File: src/hw/rtl/assert_macros.svh
// Assertion macros shared by the frame parser RTL.
// Included by the modules that carry concurrent assertions; no other dependencies.
`ifndef ASSERT_MACROS_SVH
`define ASSERT_MACROS_SVH

// Check a property on every rising clock edge outside reset.
`define HFPD_ASSERT(lbl, clk, rst_n, prop) \
    lbl: assert property (@(posedge clk) disable iff (!(rst_n)) (prop)) \
        else $error("%m: assertion failed");

// Check that a condition implies a consequence in the same cycle, outside reset.
`define HFPD_ASSERT_IMPL(lbl, clk, rst_n, ante, cons) \
    lbl: assert property (@(posedge clk) disable iff (!(rst_n)) (ante) |-> (cons)) \
        else $error("%m: assertion failed");

`endif

File: src/hw/rtl/hfpd_pkg.sv
// Shared types and constants of the HMI frame parser and decoder.
// No dependencies; imported by the controller, the datapath and the top level.
`default_nettype none

package hfpd_pkg;

    // Width that holds any frame length and the run limit.
    localparam int LenW = 7;
    localparam int CountW = 6;
    localparam int HDR_LEN = 6;

    localparam logic [CountW-1:0] RUN_LIMIT = 6'd32;
    localparam logic [7:0] TERM_BYTE = 8'hFF;
    localparam logic [1:0] HELD_LAST = 2'd2;

    localparam logic [7:0] CODE_TOUCH      = 8'h65;
    localparam logic [7:0] CODE_PAGE       = 8'h66;
    localparam logic [7:0] CODE_XY         = 8'h67;
    localparam logic [7:0] CODE_XY_SLEEP   = 8'h68;
    localparam logic [7:0] CODE_STRING     = 8'h70;
    localparam logic [7:0] CODE_NUMBER     = 8'h71;
    localparam logic [7:0] CODE_SLEEP      = 8'h86;
    localparam logic [7:0] CODE_WAKEUP     = 8'h87;
    localparam logic [7:0] CODE_STARTUP    = 8'h88;
    localparam logic [7:0] CODE_TFINISHED  = 8'hFD;
    localparam logic [7:0] CODE_TREADY     = 8'hFE;
    localparam logic [7:0] CODE_STATUS_MAX = 8'h24;

    localparam logic [LenW-1:0] LEN_TOUCH  = 7'd4;
    localparam logic [LenW-1:0] LEN_PAGE   = 7'd2;
    localparam logic [LenW-1:0] LEN_XY     = 7'd6;
    localparam logic [LenW-1:0] LEN_NUMBER = 7'd5;

    typedef enum logic [3:0] {
        EV_TOUCH      = 4'd0,
        EV_PAGE       = 4'd1,
        EV_XY         = 4'd2,
        EV_STRING     = 4'd3,
        EV_NUMBER     = 4'd4,
        EV_SLEEP      = 4'd5,
        EV_WAKEUP     = 4'd6,
        EV_STARTUP    = 4'd7,
        EV_TFINISHED  = 4'd8,
        EV_TREADY     = 4'd9,
        EV_STATUS     = 4'd10,
        EV_UNKNOWN    = 4'd11
    } event_kind_t;

    typedef enum logic [2:0] {
        ST_IDLE,
        ST_EVAL,
        ST_DECODE,
        ST_RUN_RD,
        ST_RUN_LD,
        ST_OUT
    } ctrl_state_t;

    typedef struct packed {
        logic capture;
        logic held_inc;
        logic store_ff;
        logic store_byte;
        logic frame_clear;
        logic load_single;
        logic start_run;
        logic run_read;
        logic load_run;
        logic run_next;
    } dp_cmd_t;

    typedef struct packed {
        logic byte_is_ff;
        logic held_two;
        logic held_nz;
        logic overflowed;
        logic fill_zero;
        logic dec_none;
        logic dec_run;
        logic run_more;
    } dp_status_t;

endpackage

`default_nettype wire

File: src/hw/rtl/hfpd_ram.sv
// Generic single-write, single-read RAM with registered read data.
// No dependencies; holds the frame bytes of the parser.
`default_nettype none

module hfpd_ram #(
    parameter int WIDTH = 8,
    parameter int DEPTH = 32
) (
    input  wire logic                     aclk,
    input  wire logic                     wr_en,
    input  wire logic [$clog2(DEPTH)-1:0] wr_addr,
    input  wire logic [WIDTH-1:0]         wr_data,
    input  wire logic                     rd_en,
    input  wire logic [$clog2(DEPTH)-1:0] rd_addr,
    output logic      [WIDTH-1:0]         rd_data
);

    logic [WIDTH-1:0] mem_reg [DEPTH];
    logic [WIDTH-1:0] rd_data_reg;

    always_ff @(posedge aclk) begin
        if (wr_en) begin
            mem_reg[wr_addr] <= wr_data;
        end
        if (rd_en) begin
            rd_data_reg <= mem_reg[rd_addr];
        end
    end

    assign rd_data = rd_data_reg;

endmodule

`default_nettype wire

File: src/hw/rtl/hfpd_ctrl.sv
// Controller state machine of the HMI frame parser: sequences byte storage,
// decode and result runs. Depends on hfpd_pkg and assert_macros.svh.
`default_nettype none
`include "assert_macros.svh"

module hfpd_ctrl import hfpd_pkg::*; (
    input  wire logic       aclk,
    input  wire logic       aresetn,
    input  wire logic       s_valid,
    output logic            s_ready,
    output logic            m_valid,
    input  wire logic       m_ready,
    input  wire dp_status_t status,
    output dp_cmd_t         cmd
);

    ctrl_state_t state_reg;
    ctrl_state_t state_next;

    always_ff @(posedge aclk) begin
        if (!aresetn) begin
            state_reg <= ST_IDLE;
        end else begin
            state_reg <= state_next;
        end
    end

    always_comb begin
        state_next = state_reg;
        cmd = '0;
        s_ready = 1'b0;
        m_valid = 1'b0;
        case (state_reg)
            ST_IDLE: begin
                s_ready = 1'b1;
                if (s_valid) begin
                    cmd.capture = 1'b1;
                    state_next = ST_EVAL;
                end
            end
            ST_EVAL: begin
                if (status.byte_is_ff) begin
                    if (status.held_two) begin
                        // Terminator: decode only a clean, non-empty frame.
                        if (status.overflowed || status.fill_zero) begin
                            cmd.frame_clear = 1'b1;
                            state_next = ST_IDLE;
                        end else begin
                            state_next = ST_DECODE;
                        end
                    end else begin
                        cmd.held_inc = 1'b1;
                        state_next = ST_IDLE;
                    end
                end else if (status.held_nz) begin
                    // Release one held 0xFF per cycle before the byte itself.
                    cmd.store_ff = 1'b1;
                end else begin
                    cmd.store_byte = 1'b1;
                    state_next = ST_IDLE;
                end
            end
            ST_DECODE: begin
                cmd.frame_clear = 1'b1;
                if (status.dec_none) begin
                    state_next = ST_IDLE;
                end else if (status.dec_run) begin
                    cmd.start_run = 1'b1;
                    state_next = ST_RUN_RD;
                end else begin
                    cmd.load_single = 1'b1;
                    state_next = ST_OUT;
                end
            end
            ST_RUN_RD: begin
                cmd.run_read = 1'b1;
                state_next = ST_RUN_LD;
            end
            ST_RUN_LD: begin
                cmd.load_run = 1'b1;
                state_next = ST_OUT;
            end
            ST_OUT: begin
                m_valid = 1'b1;
                if (m_ready) begin
                    if (status.run_more) begin
                        cmd.run_next = 1'b1;
                        state_next = ST_RUN_RD;
                    end else begin
                        state_next = ST_IDLE;
                    end
                end
            end
            default: begin
                state_next = ST_IDLE;
            end
        endcase
    end

    `HFPD_ASSERT_IMPL(a_run_load_after_read, aclk, aresetn, state_reg == ST_RUN_LD, $past(state_reg) == ST_RUN_RD)

endmodule

`default_nettype wire

File: src/hw/rtl/hfpd_datapath.sv
// Datapath of the HMI frame parser: frame store, hold-back counter, decode
// logic and result registers. Depends on hfpd_pkg, hfpd_ram and assert_macros.svh.
`default_nettype none
`include "assert_macros.svh"

module hfpd_datapath import hfpd_pkg::*; #(
    parameter int MAX_PAYLOAD = 32
) (
    input  wire logic        aclk,
    input  wire logic        aresetn,
    input  wire logic [7:0]  s_rx_byte,
    input  wire dp_cmd_t     cmd,
    output dp_status_t       status,
    output logic [3:0]       m_event_kind,
    output logic [7:0]       m_code_byte,
    output logic [7:0]       m_page_id,
    output logic [7:0]       m_comp_id,
    output logic             m_pressed,
    output logic [15:0]      m_x_pos,
    output logic [15:0]      m_y_pos,
    output logic             m_from_sleep,
    output logic [31:0]      m_number_value,
    output logic [7:0]       m_data_byte,
    output logic [5:0]       m_byte_count,
    output logic             m_last
);

    localparam int FW = $clog2(MAX_PAYLOAD + 1);
    localparam int AW = $clog2(MAX_PAYLOAD);

    logic [7:0]        byte_reg;
    logic [FW-1:0]     fill_reg;
    logic [FW-1:0]     fill_next;
    logic [1:0]        held_reg;
    logic [1:0]        held_next;
    logic              ovf_reg;
    logic              ovf_next;
    logic [7:0]        hdr_reg [HDR_LEN];

    event_kind_t       run_kind_reg;
    logic              run_start_reg;
    logic [CountW-1:0] run_cnt_reg;
    logic [CountW-1:0] k_reg;
    logic              run_active_reg;

    event_kind_t       m_event_kind_reg;
    logic [7:0]        m_code_byte_reg;
    logic [7:0]        m_page_id_reg;
    logic [7:0]        m_comp_id_reg;
    logic              m_pressed_reg;
    logic [15:0]       m_x_pos_reg;
    logic [15:0]       m_y_pos_reg;
    logic              m_from_sleep_reg;
    logic [31:0]       m_number_value_reg;
    logic [7:0]        m_data_byte_reg;
    logic [CountW-1:0] m_byte_count_reg;
    logic              m_last_reg;

    logic              full;
    logic              store_en;
    logic [7:0]        store_data;
    logic              ram_we;
    logic [LenW-1:0]   rd_sum;
    logic [7:0]        ram_rdata;

    logic [LenW-1:0]   len_ext;
    logic [7:0]        code;
    logic              dec_none;
    logic              dec_run;
    event_kind_t       dec_kind;
    logic              dec_start;
    logic [CountW-1:0] dec_cnt;
    logic              is_touch;
    logic              is_page;
    logic              is_xy;
    logic              is_number;

    function automatic logic [CountW-1:0] clip_count(input logic [LenW-1:0] n);
        logic [CountW-1:0] r;
        if (n > LenW'(RUN_LIMIT)) begin
            r = RUN_LIMIT;
        end else begin
            r = n[CountW-1:0];
        end
        return r;
    endfunction

    // Frame store and hold-back counter.
    assign full       = (fill_reg == FW'(MAX_PAYLOAD));
    assign store_en   = cmd.store_ff | cmd.store_byte;
    assign store_data = cmd.store_ff ? TERM_BYTE : byte_reg;
    assign ram_we     = store_en & ~full;

    always_comb begin
        fill_next = fill_reg;
        held_next = held_reg;
        ovf_next  = ovf_reg;
        if (cmd.frame_clear) begin
            fill_next = '0;
            held_next = '0;
            ovf_next  = 1'b0;
        end else begin
            if (cmd.held_inc) begin
                held_next = held_reg + 2'd1;
            end
            if (cmd.store_ff) begin
                held_next = held_reg - 2'd1;
            end
            if (store_en) begin
                // Drop a byte that finds the frame full.
                if (full) begin
                    ovf_next = 1'b1;
                end else begin
                    fill_next = fill_reg + FW'(1);
                end
            end
        end
    end

    always_ff @(posedge aclk) begin
        if (!aresetn) begin
            fill_reg <= '0;
            held_reg <= '0;
            ovf_reg  <= 1'b0;
        end else begin
            fill_reg <= fill_next;
            held_reg <= held_next;
            ovf_reg  <= ovf_next;
        end
    end

    always_ff @(posedge aclk) begin
        if (cmd.capture) begin
            byte_reg <= s_rx_byte;
        end
        // Keep a copy of the leading bytes for the fixed-layout events.
        for (int i = 0; i < HDR_LEN; i++) begin
            if (ram_we && (fill_reg == FW'(i))) begin
                hdr_reg[i] <= store_data;
            end
        end
    end

    assign rd_sum = LenW'(k_reg) + LenW'(run_start_reg);

    hfpd_ram #(
        .WIDTH (8),
        .DEPTH (MAX_PAYLOAD)
    ) u_frame_ram (
        .aclk    (aclk),
        .wr_en   (ram_we),
        .wr_addr (fill_reg[AW-1:0]),
        .wr_data (store_data),
        .rd_en   (cmd.run_read),
        .rd_addr (rd_sum[AW-1:0]),
        .rd_data (ram_rdata)
    );

    // Decode of a completed frame by its first byte.
    assign len_ext = LenW'(fill_reg);
    assign code    = hdr_reg[0];

    always_comb begin
        dec_none  = 1'b0;
        dec_run   = 1'b0;
        dec_kind  = EV_UNKNOWN;
        dec_start = 1'b0;
        dec_cnt   = '0;
        is_touch  = 1'b0;
        is_page   = 1'b0;
        is_xy     = 1'b0;
        is_number = 1'b0;
        case (code)
            CODE_TOUCH: begin
                dec_kind = EV_TOUCH;
                is_touch = 1'b1;
                dec_none = (len_ext < LEN_TOUCH);
            end
            CODE_PAGE: begin
                dec_kind = EV_PAGE;
                is_page  = 1'b1;
                dec_none = (len_ext < LEN_PAGE);
            end
            CODE_XY, CODE_XY_SLEEP: begin
                dec_kind = EV_XY;
                is_xy    = 1'b1;
                dec_none = (len_ext < LEN_XY);
            end
            CODE_STRING: begin
                dec_kind  = EV_STRING;
                dec_start = 1'b1;
                dec_cnt   = clip_count(len_ext - LenW'(1));
                // A bare string code is one result with no payload.
                dec_run   = (dec_cnt != '0);
            end
            CODE_NUMBER: begin
                dec_kind  = EV_NUMBER;
                is_number = 1'b1;
                dec_none  = (len_ext < LEN_NUMBER);
            end
            CODE_SLEEP:     dec_kind = EV_SLEEP;
            CODE_WAKEUP:    dec_kind = EV_WAKEUP;
            CODE_STARTUP:   dec_kind = EV_STARTUP;
            CODE_TFINISHED: dec_kind = EV_TFINISHED;
            CODE_TREADY:    dec_kind = EV_TREADY;
            default: begin
                if ((len_ext == LenW'(1)) && (code <= CODE_STATUS_MAX)) begin
                    dec_kind = EV_STATUS;
                end else begin
                    dec_kind = EV_UNKNOWN;
                    dec_cnt  = clip_count(len_ext);
                    dec_run  = 1'b1;
                end
            end
        endcase
    end

    // Run bookkeeping.
    always_ff @(posedge aclk) begin
        if (!aresetn) begin
            run_active_reg <= 1'b0;
        end else if (cmd.start_run) begin
            run_active_reg <= 1'b1;
        end else if (cmd.load_single) begin
            run_active_reg <= 1'b0;
        end
    end

    always_ff @(posedge aclk) begin
        if (cmd.start_run) begin
            run_kind_reg  <= dec_kind;
            run_start_reg <= dec_start;
            run_cnt_reg   <= dec_cnt;
            k_reg         <= '0;
        end else if (cmd.run_next) begin
            k_reg <= k_reg + CountW'(1);
        end
    end

    // Result registers.
    always_ff @(posedge aclk) begin
        if (cmd.load_single) begin
            m_event_kind_reg   <= dec_kind;
            m_code_byte_reg    <= code;
            m_page_id_reg      <= (is_touch || is_page) ? hdr_reg[1] : 8'd0;
            m_comp_id_reg      <= is_touch ? hdr_reg[2] : 8'd0;
            m_pressed_reg      <= (is_touch && (hdr_reg[3] != 8'd0))
                                  || (is_xy && (hdr_reg[5] != 8'd0));
            m_x_pos_reg        <= is_xy ? {hdr_reg[1], hdr_reg[2]} : 16'd0;
            m_y_pos_reg        <= is_xy ? {hdr_reg[3], hdr_reg[4]} : 16'd0;
            m_from_sleep_reg   <= is_xy && (code == CODE_XY_SLEEP);
            m_number_value_reg <= is_number
                                  ? {hdr_reg[4], hdr_reg[3], hdr_reg[2], hdr_reg[1]}
                                  : 32'd0;
            m_data_byte_reg    <= 8'd0;
            m_byte_count_reg   <= '0;
            m_last_reg         <= 1'b1;
        end else if (cmd.load_run) begin
            m_event_kind_reg   <= run_kind_reg;
            m_code_byte_reg    <= code;
            m_page_id_reg      <= 8'd0;
            m_comp_id_reg      <= 8'd0;
            m_pressed_reg      <= 1'b0;
            m_x_pos_reg        <= 16'd0;
            m_y_pos_reg        <= 16'd0;
            m_from_sleep_reg   <= 1'b0;
            m_number_value_reg <= 32'd0;
            m_data_byte_reg    <= ram_rdata;
            m_byte_count_reg   <= run_cnt_reg;
            m_last_reg         <= ((k_reg + CountW'(1)) == run_cnt_reg);
        end
    end

    assign m_event_kind   = m_event_kind_reg;
    assign m_code_byte    = m_code_byte_reg;
    assign m_page_id      = m_page_id_reg;
    assign m_comp_id      = m_comp_id_reg;
    assign m_pressed      = m_pressed_reg;
    assign m_x_pos        = m_x_pos_reg;
    assign m_y_pos        = m_y_pos_reg;
    assign m_from_sleep   = m_from_sleep_reg;
    assign m_number_value = m_number_value_reg;
    assign m_data_byte    = m_data_byte_reg;
    assign m_byte_count   = m_byte_count_reg;
    assign m_last         = m_last_reg;

    always_comb begin
        status.byte_is_ff = (byte_reg == TERM_BYTE);
        status.held_two   = (held_reg == HELD_LAST);
        status.held_nz    = (held_reg != 2'd0);
        status.overflowed = ovf_reg;
        status.fill_zero  = (fill_reg == '0);
        status.dec_none   = dec_none;
        status.dec_run    = dec_run;
        status.run_more   = run_active_reg & ~m_last_reg;
    end

    `HFPD_ASSERT(a_held_below_term, aclk, aresetn, held_reg != 2'd3)
    `HFPD_ASSERT_IMPL(a_ovf_only_when_full, aclk, aresetn, ovf_reg, full)
    `HFPD_ASSERT_IMPL(a_run_index_in_range, aclk, aresetn, cmd.load_run, k_reg < run_cnt_reg)

endmodule

`default_nettype wire

File: src/hw/rtl/hmi_frame_parser_decoder.sv
// Top level of the HMI frame parser and decoder.
// Depends on hfpd_pkg, hfpd_ctrl and hfpd_datapath.
//
// Usage:
//   The s_ channel takes one received serial byte per word (s_rx_byte).
//   Frames end with three 0xFF bytes; 0xFF bytes followed by other data
//   are stored as frame data. A completed, non-empty, non-overflowed frame
//   yields one event on the m_ channel, or none if it is too short for its
//   code's fixed layout; string events with payload and unknown events
//   yield a run of words, one payload byte each, with m_last on the final
//   word. A data byte passes through the idle and evaluate states, and the
//   evaluate state releases any held 0xFF bytes before storing it.
//   The state machine handles one byte at a time.
//   A single-word event is loaded in the decode state and is valid in the
//   output state. Each run word, the first after decode and each further
//   one once the previous is taken, passes through the RAM read and load states.
//   When the receiver stalls, the result word holds and s_ready stays low.
//   Reset (aresetn low, synchronous) empties the frame and drops held bytes.
`default_nettype none

module hmi_frame_parser_decoder import hfpd_pkg::*; #(
    parameter int MAX_PAYLOAD = 32
) (
    input  wire logic        aclk,
    input  wire logic        aresetn,
    input  wire logic        s_valid,
    output logic             s_ready,
    input  wire logic [7:0]  s_rx_byte,
    output logic             m_valid,
    input  wire logic        m_ready,
    output logic [3:0]       m_event_kind,
    output logic [7:0]       m_code_byte,
    output logic [7:0]       m_page_id,
    output logic [7:0]       m_comp_id,
    output logic             m_pressed,
    output logic [15:0]      m_x_pos,
    output logic [15:0]      m_y_pos,
    output logic             m_from_sleep,
    output logic [31:0]      m_number_value,
    output logic [7:0]       m_data_byte,
    output logic [5:0]       m_byte_count,
    output logic             m_last
);

    dp_cmd_t    cmd;
    dp_status_t status;

    hfpd_ctrl u_ctrl (
        .aclk    (aclk),
        .aresetn (aresetn),
        .s_valid (s_valid),
        .s_ready (s_ready),
        .m_valid (m_valid),
        .m_ready (m_ready),
        .status  (status),
        .cmd     (cmd)
    );

    hfpd_datapath #(
        .MAX_PAYLOAD (MAX_PAYLOAD)
    ) u_datapath (
        .aclk           (aclk),
        .aresetn        (aresetn),
        .s_rx_byte      (s_rx_byte),
        .cmd            (cmd),
        .status         (status),
        .m_event_kind   (m_event_kind),
        .m_code_byte    (m_code_byte),
        .m_page_id      (m_page_id),
        .m_comp_id      (m_comp_id),
        .m_pressed      (m_pressed),
        .m_x_pos        (m_x_pos),
        .m_y_pos        (m_y_pos),
        .m_from_sleep   (m_from_sleep),
        .m_number_value (m_number_value),
        .m_data_byte    (m_data_byte),
        .m_byte_count   (m_byte_count),
        .m_last         (m_last)
    );

endmodule

`default_nettype wire
File: config.mk
export PLATFORM = sky130hd
export DESIGN_NAME = hmi_frame_parser_decoder
export DESIGN_NICKNAME = d
export VERILOG_FILES = /design/src/hw/rtl/hfpd_pkg.sv /design/src/hw/rtl/hfpd_ram.sv /design/src/hw/rtl/hfpd_ctrl.sv /design/src/hw/rtl/hfpd_datapath.sv /design/src/hw/rtl/hmi_frame_parser_decoder.sv
export VERILOG_INCLUDE_DIRS = /design/src /design/src/hw/rtl
export SDC_FILE = /design/constraint.sdc
export NUM_CORES = 1
export LEC_CHECK = 0
export BUFFER_PORTS_ARGS = -buffer_cell sky130_fd_sc_hd__buf_2
export CORE_AREA = 5 5 190 192
export DETAILED_ROUTE_END_ITERATION = 8
export DIE_AREA = 0 0 195 197
export PLACE_DENSITY = 0.79
export SLEW_MARGIN = 40
export SYNTH_ARGS = -nofsm -noshare
export SYNTH_HDL_FRONTEND = slang
export SYNTH_HIERARCHICAL = 1
export SYNTH_SLANG_ARGS = --single-unit
File: constraint.sdc
create_clock -name aclk -period 4.2 [get_ports aclk]
set_input_delay 1.26 -clock aclk [delete_from_list [all_inputs] [get_ports aclk]]
set_output_delay 1.26 -clock aclk [all_outputs]
set_load 0.01 [all_outputs]
==> qor.log <==
INFO  synthesis      synth_compound_area_share=2.10%
INFO  power_and_ir_drop peakVddDrop=0.286mV
INFO  power_and_ir_drop power.switching=1.76mW
INFO  finish         seq_area=13400squm
INFO  setup_path     critPathKind=flip-flop to flip-flop
INFO  timing         max-slew-margin-rel=42.7%
INFO  synthesis      synth_top_area_share=70.5%
INFO  power_and_ir_drop seq_power_share=57.2%
INFO  clock_tree     clock_tree_root_buffer_cell=sky130_fd_sc_hd__clkbuf_16
INFO  timing         finalWorstPathRequiredPeriod=3.63ns
INFO  power_and_ir_drop pwr-share-clk=39.8%
INFO  synthesis      yosys-top-cells-area=sky130_fd_sc_hd__edfxtp_1 71%, sky130_fd_sc_hd__mux4_2 10%, sky130_fd_sc_hd__dfxtp_1 3.8%
INFO  floorplanning  fp-row-count=68
INFO  power_and_ir_drop combinational_share_of_power=3.0%
INFO  route          routed-via-count=9654
INFO  finish         area_of_the_multi_input_gates=4430squm
INFO  setup_path     crit_fanout=41
INFO  timing         rsz_0062_raised_after_global_routing=no
INFO  grt            grt-ovfl-total=0
INFO  power_and_ir_drop internal-power=7.13mW
INFO  power_and_ir_drop leakagePower=6.95nW
INFO  synthesis      post-synth-top-area-cell=sky130_fd_sc_hd__edfxtp_1
INFO  setup_path     max_stage_delay=0.55ns
INFO  timing         worst_slew_pin_slew=0.860ns
INFO  place          dpl_worst_slack=0.637ns
INFO  place          dp_hpwl=23.4mm
INFO  route          drt-pass1-iter-count=5
INFO  clock_tree     ctsLongestPathBuffers=3
INFO  grt            use_met1=26.5%
INFO  synthesis      ys_ff_latch=459
INFO  power_and_ir_drop power.switching_fraction=19.8%
INFO  grt            global_route.usage.met3=3.32%
INFO  place          post-place-cells=1587
INFO  synthesis      synth_edf_count=425
INFO  synthesis      syn_avg_cell_area=18.0squm
INFO  clock_tree     cts.htree.levels=2
INFO  synthesis      synthesis.yosys.warnings=6
INFO  flow_run       maxCapViolCount=0
INFO  route          drt_wl_total=37.7mm
INFO  finish         final_layout_size_suffix_gt1_share=29.1%
INFO  synthesis      yosys.area_share.adder=0.415%
INFO  grt            initial_antenna_violation_count=0
INFO  timing         timing.final.hold_violations=0
INFO  clock_tree     postcts_resize_cnt=0
INFO  grt            grtUsageTotal=19.7%
INFO  setup_path     cp_cell_sequence=or3_1, or4_1, and2_4, nand4_1, o21ai_0, nor4_2, buf_4, or2_4, buf_12
INFO  route          drtAntennaViolNets=0
INFO  clock_tree     worstSkewPairLatency=0.54ns
INFO  clock_tree     cts.reportedPaths.clkPinSlew=0.06ns
INFO  clock_tree     tritoncts.num_buffers=42
INFO  timing         timing.final.ws_setup=0.566ns
INFO  grt            met2_usage=34.2%
INFO  grt            grt_most_used_layer=met2
INFO  synthesis      synth-async-reset-ratio=0%
INFO  timing         setup_viol_count_final=0
INFO  grt            pin_count_of_the_biggest_net_entering_global_routing=42
INFO  floorplanning  initial_core_util=52.9%
INFO  finish         instances_no_fill=1653
INFO  synthesis      most_instantiated_flip_flop_cell_in_the_synthesis_netlist=sky130_fd_sc_hd__edfxtp_1
INFO  hold_path      min-delay-path-class=flip-flop to flip-flop
INFO  hold_path      hp-start=u_datapath/ovf_reg
INFO  synthesis      syn-cell-area=18100squm
INFO  place          io_buffers=122
INFO  route          route.detailed.wl_per_inst=22.8um
INFO  synthesis      post_synth_xor_area_fraction=1.06%
INFO  finish         finalNetCount=1194
INFO  setup_path     critical_path.endpoint_type=flip-flop
INFO  grt            first_global_vias=9591
INFO  setup_path     worst_r2r_startpoint=u_datapath/hdr_reg[0][2]
INFO  synthesis      post_synthesis_sequential_area_ratio=74.3%
INFO  floorplanning  core-area=34200squm
INFO  clock_tree     cts_num_sinks=459
INFO  timing         fin_tns_setup=0ns
INFO  floorplanning  die_w=195um
INFO  synthesis      post_syn_instances=1008
INFO  finish         fillerInstances=2374
INFO  synthesis      netlist-cell-type-count=65
INFO  clock_tree     post_cts.repair.setup_buffers=0
INFO  route          remaining_drc_errors=0
INFO  power_and_ir_drop power_per_cell_area=427nW/um^2
INFO  timing         finalCritPeriodShare=86.5%
INFO  grt            wire_length_of_the_first_global_routing_pass=58.0mm
INFO  finish         areaGrowthSynthToFinish=15.0%
INFO  setup_path     critical_path.slowest_cell=sky130_fd_sc_hd__or4_1
INFO  floorplanning  die_height=197um
INFO  route          dr.first_iter.drc_count=1011
INFO  setup_path     critical_path_arrival=3.85ns
INFO  power_and_ir_drop design_power_total=8.90mW
INFO  setup_path     worst_setup_path_startpoint=u_datapath/hdr_reg[0][2]
INFO  finish         antenna_cells_inserted=0
INFO  synthesis      synth_top_cells_by_count=425 x sky130_fd_sc_hd__edfxtp_1, 87 x sky130_fd_sc_hd__and2_1, 86 x sky130_fd_sc_hd__nor2_1, 80 x sky130_fd_sc_hd__mux4_2, 34 x sky130_fd_sc_hd__dfxtp_1
INFO  status         status=complete, no violations
INFO  setup_path     cp_data_required_time=4.42ns
INFO  synthesis      main_combinational_cell_family_by_area_after_synthesis=multiplexers
INFO  place          gpl.final_weighted_congestion=0.881
INFO  setup_path     critical_path.startpoint_type=flip-flop
INFO  synthesis      synth_most_common_cell=sky130_fd_sc_hd__edfxtp_1
INFO  floorplanning  number_of_ports_placed_on_the_die_boundary=123
INFO  clock_tree     tritoncts=done
INFO  clock_tree     cts_hold_repair.buffers=0
INFO  timing         max_clock_freq=0.275GHz
INFO  timing         timing_max_transition_violations_final=0
INFO  finish         largest_register_ff_count=256
INFO  synthesis      post_synth_simple_gate_area=9.12%
INFO  route          avgViaCountPerCell=5.84
INFO  synthesis      mappedNetlistNets=1026
INFO  floorplanning  die_area=38400squm
INFO  synthesis      yosys-mux-area-fraction=11.4%
INFO  timing         fin_worst_skew=0.0210ns
-- final timing paths --
path	to	slack [ns]	depth (start not counted)
min reg2reg	u_datapath/ovf_reg	0.48	2
min	u_datapath/ovf_reg	0.48	2
max	u_datapath/m_number_value[28]	0.57	9
max reg2reg	u_datapath/m_number_value[28]	0.57	9
-- layout by cell type (no fill, tap or decap), types with 3 or more instances in the layout --
cell                        count
sky130_fd_sc_hd__nor2b_1        7
sky130_fd_sc_hd__nand4_1        7
sky130_fd_sc_hd__a21oi_1        8
sky130_fd_sc_hd__clkinv_2       5
sky130_fd_sc_hd__nand3_1       14
sky130_fd_sc_hd__nor4b_1        6
sky130_fd_sc_hd__buf_4         50
sky130_fd_sc_hd__a31oi_1        3
sky130_fd_sc_hd__o22ai_1        4
sky130_fd_sc_hd__clkbuf_16     43
sky130_fd_sc_hd__ha_1           5
sky130_fd_sc_hd__xnor2_1        9
sky130_fd_sc_hd__nor3_1        10
sky130_fd_sc_hd__mux4_2        80
sky130_fd_sc_hd__xor2_1        11
sky130_fd_sc_hd__nand2b_1       7
sky130_fd_sc_hd__and2_1        87
sky130_fd_sc_hd__mux2_2         8
sky130_fd_sc_hd__nor2_1        86
sky130_fd_sc_hd__dfxtp_1       34
sky130_fd_sc_hd__a21o_1         4
sky130_fd_sc_hd__nor4_1         4
sky130_fd_sc_hd__or3_1          4
sky130_fd_sc_hd__mux2i_1       15
sky130_fd_sc_hd__o21a_1         5
sky130_fd_sc_hd__inv_1         12
sky130_fd_sc_hd__nand2_1       20
sky130_fd_sc_hd__o21ai_0       10
sky130_fd_sc_hd__or2_2          4
sky130_fd_sc_hd__nand3b_1       9
sky130_fd_sc_hd__buf_12         4
sky130_fd_sc_hd__edfxtp_1     425
sky130_fd_sc_hd__or3b_2         4
sky130_fd_sc_hd__clkinv_1       6
sky130_fd_sc_hd__buf_2        122
sky130_fd_sc_hd__and3_1         6
sky130_fd_sc_hd__or2_4          7
sky130_fd_sc_hd__clkbuf_1       5
-- area by class of cell --
type | count | area share [%]
clock buffers | 49 | 5.32
inverters | 12 | 0.216
well taps | 455 | 2.73
clock inverters | 17 | 0.733
repair buffers | 176 | 5.12
flip-flops and latches | 459 | 64.6
multi-input cells | 485 | 21.3
-- cells by family after synthesis --
kind of cell | count (synthesis)
flops | 459
simple gates | 299
mux | 104
buf+inv | 64
compound gates | 54
xor+xnor | 22
fa+ha+maj | 6
-- critical path, delay by kind of cell, from the launching register on --
family	cells	cell delay, ns
flip-flops	1	0.52
AND/OR/NAND/NOR	6	2.01
AO/OA/AOI/OAI	1	0.23
buffers and inverters	2	0.51
-- power by group through the flow --
stage	registers (mW)	logic (mW)	clock network (mW)
after floorplan	5.16	0.167	0
after global placement	5.18	0.253	0
after detailed placement	5.18	0.262	0
after CTS	5.09	0.265	3.60
after global routing	5.09	0.289	3.84
final	5.09	0.267	3.54
-- stage by stage --
stage          util (%)  cell area, sq um  hold slack, ns
4_1_cts            60.8             20800           0.488
5_1_grt            60.9             20800           0.517
3_5_place_dp       57.1             19500           0.463
6_report           60.9             20800           0.477
3_3_place_gp       57.1             19500           0.455
2_1_floorplan         -             18100           0.424
-- layer usage --
| metal | wire length [um] | part of all wire (%) |
|---|---|---|
| met5 | 0 | 0 |
| met4 | 967 | 2.6 |
| met3 | 2720 | 7.2 |
| met2 | 19400 | 51 |
| met1 | 14600 | 39 |
(Power assumes the default switching activity.)
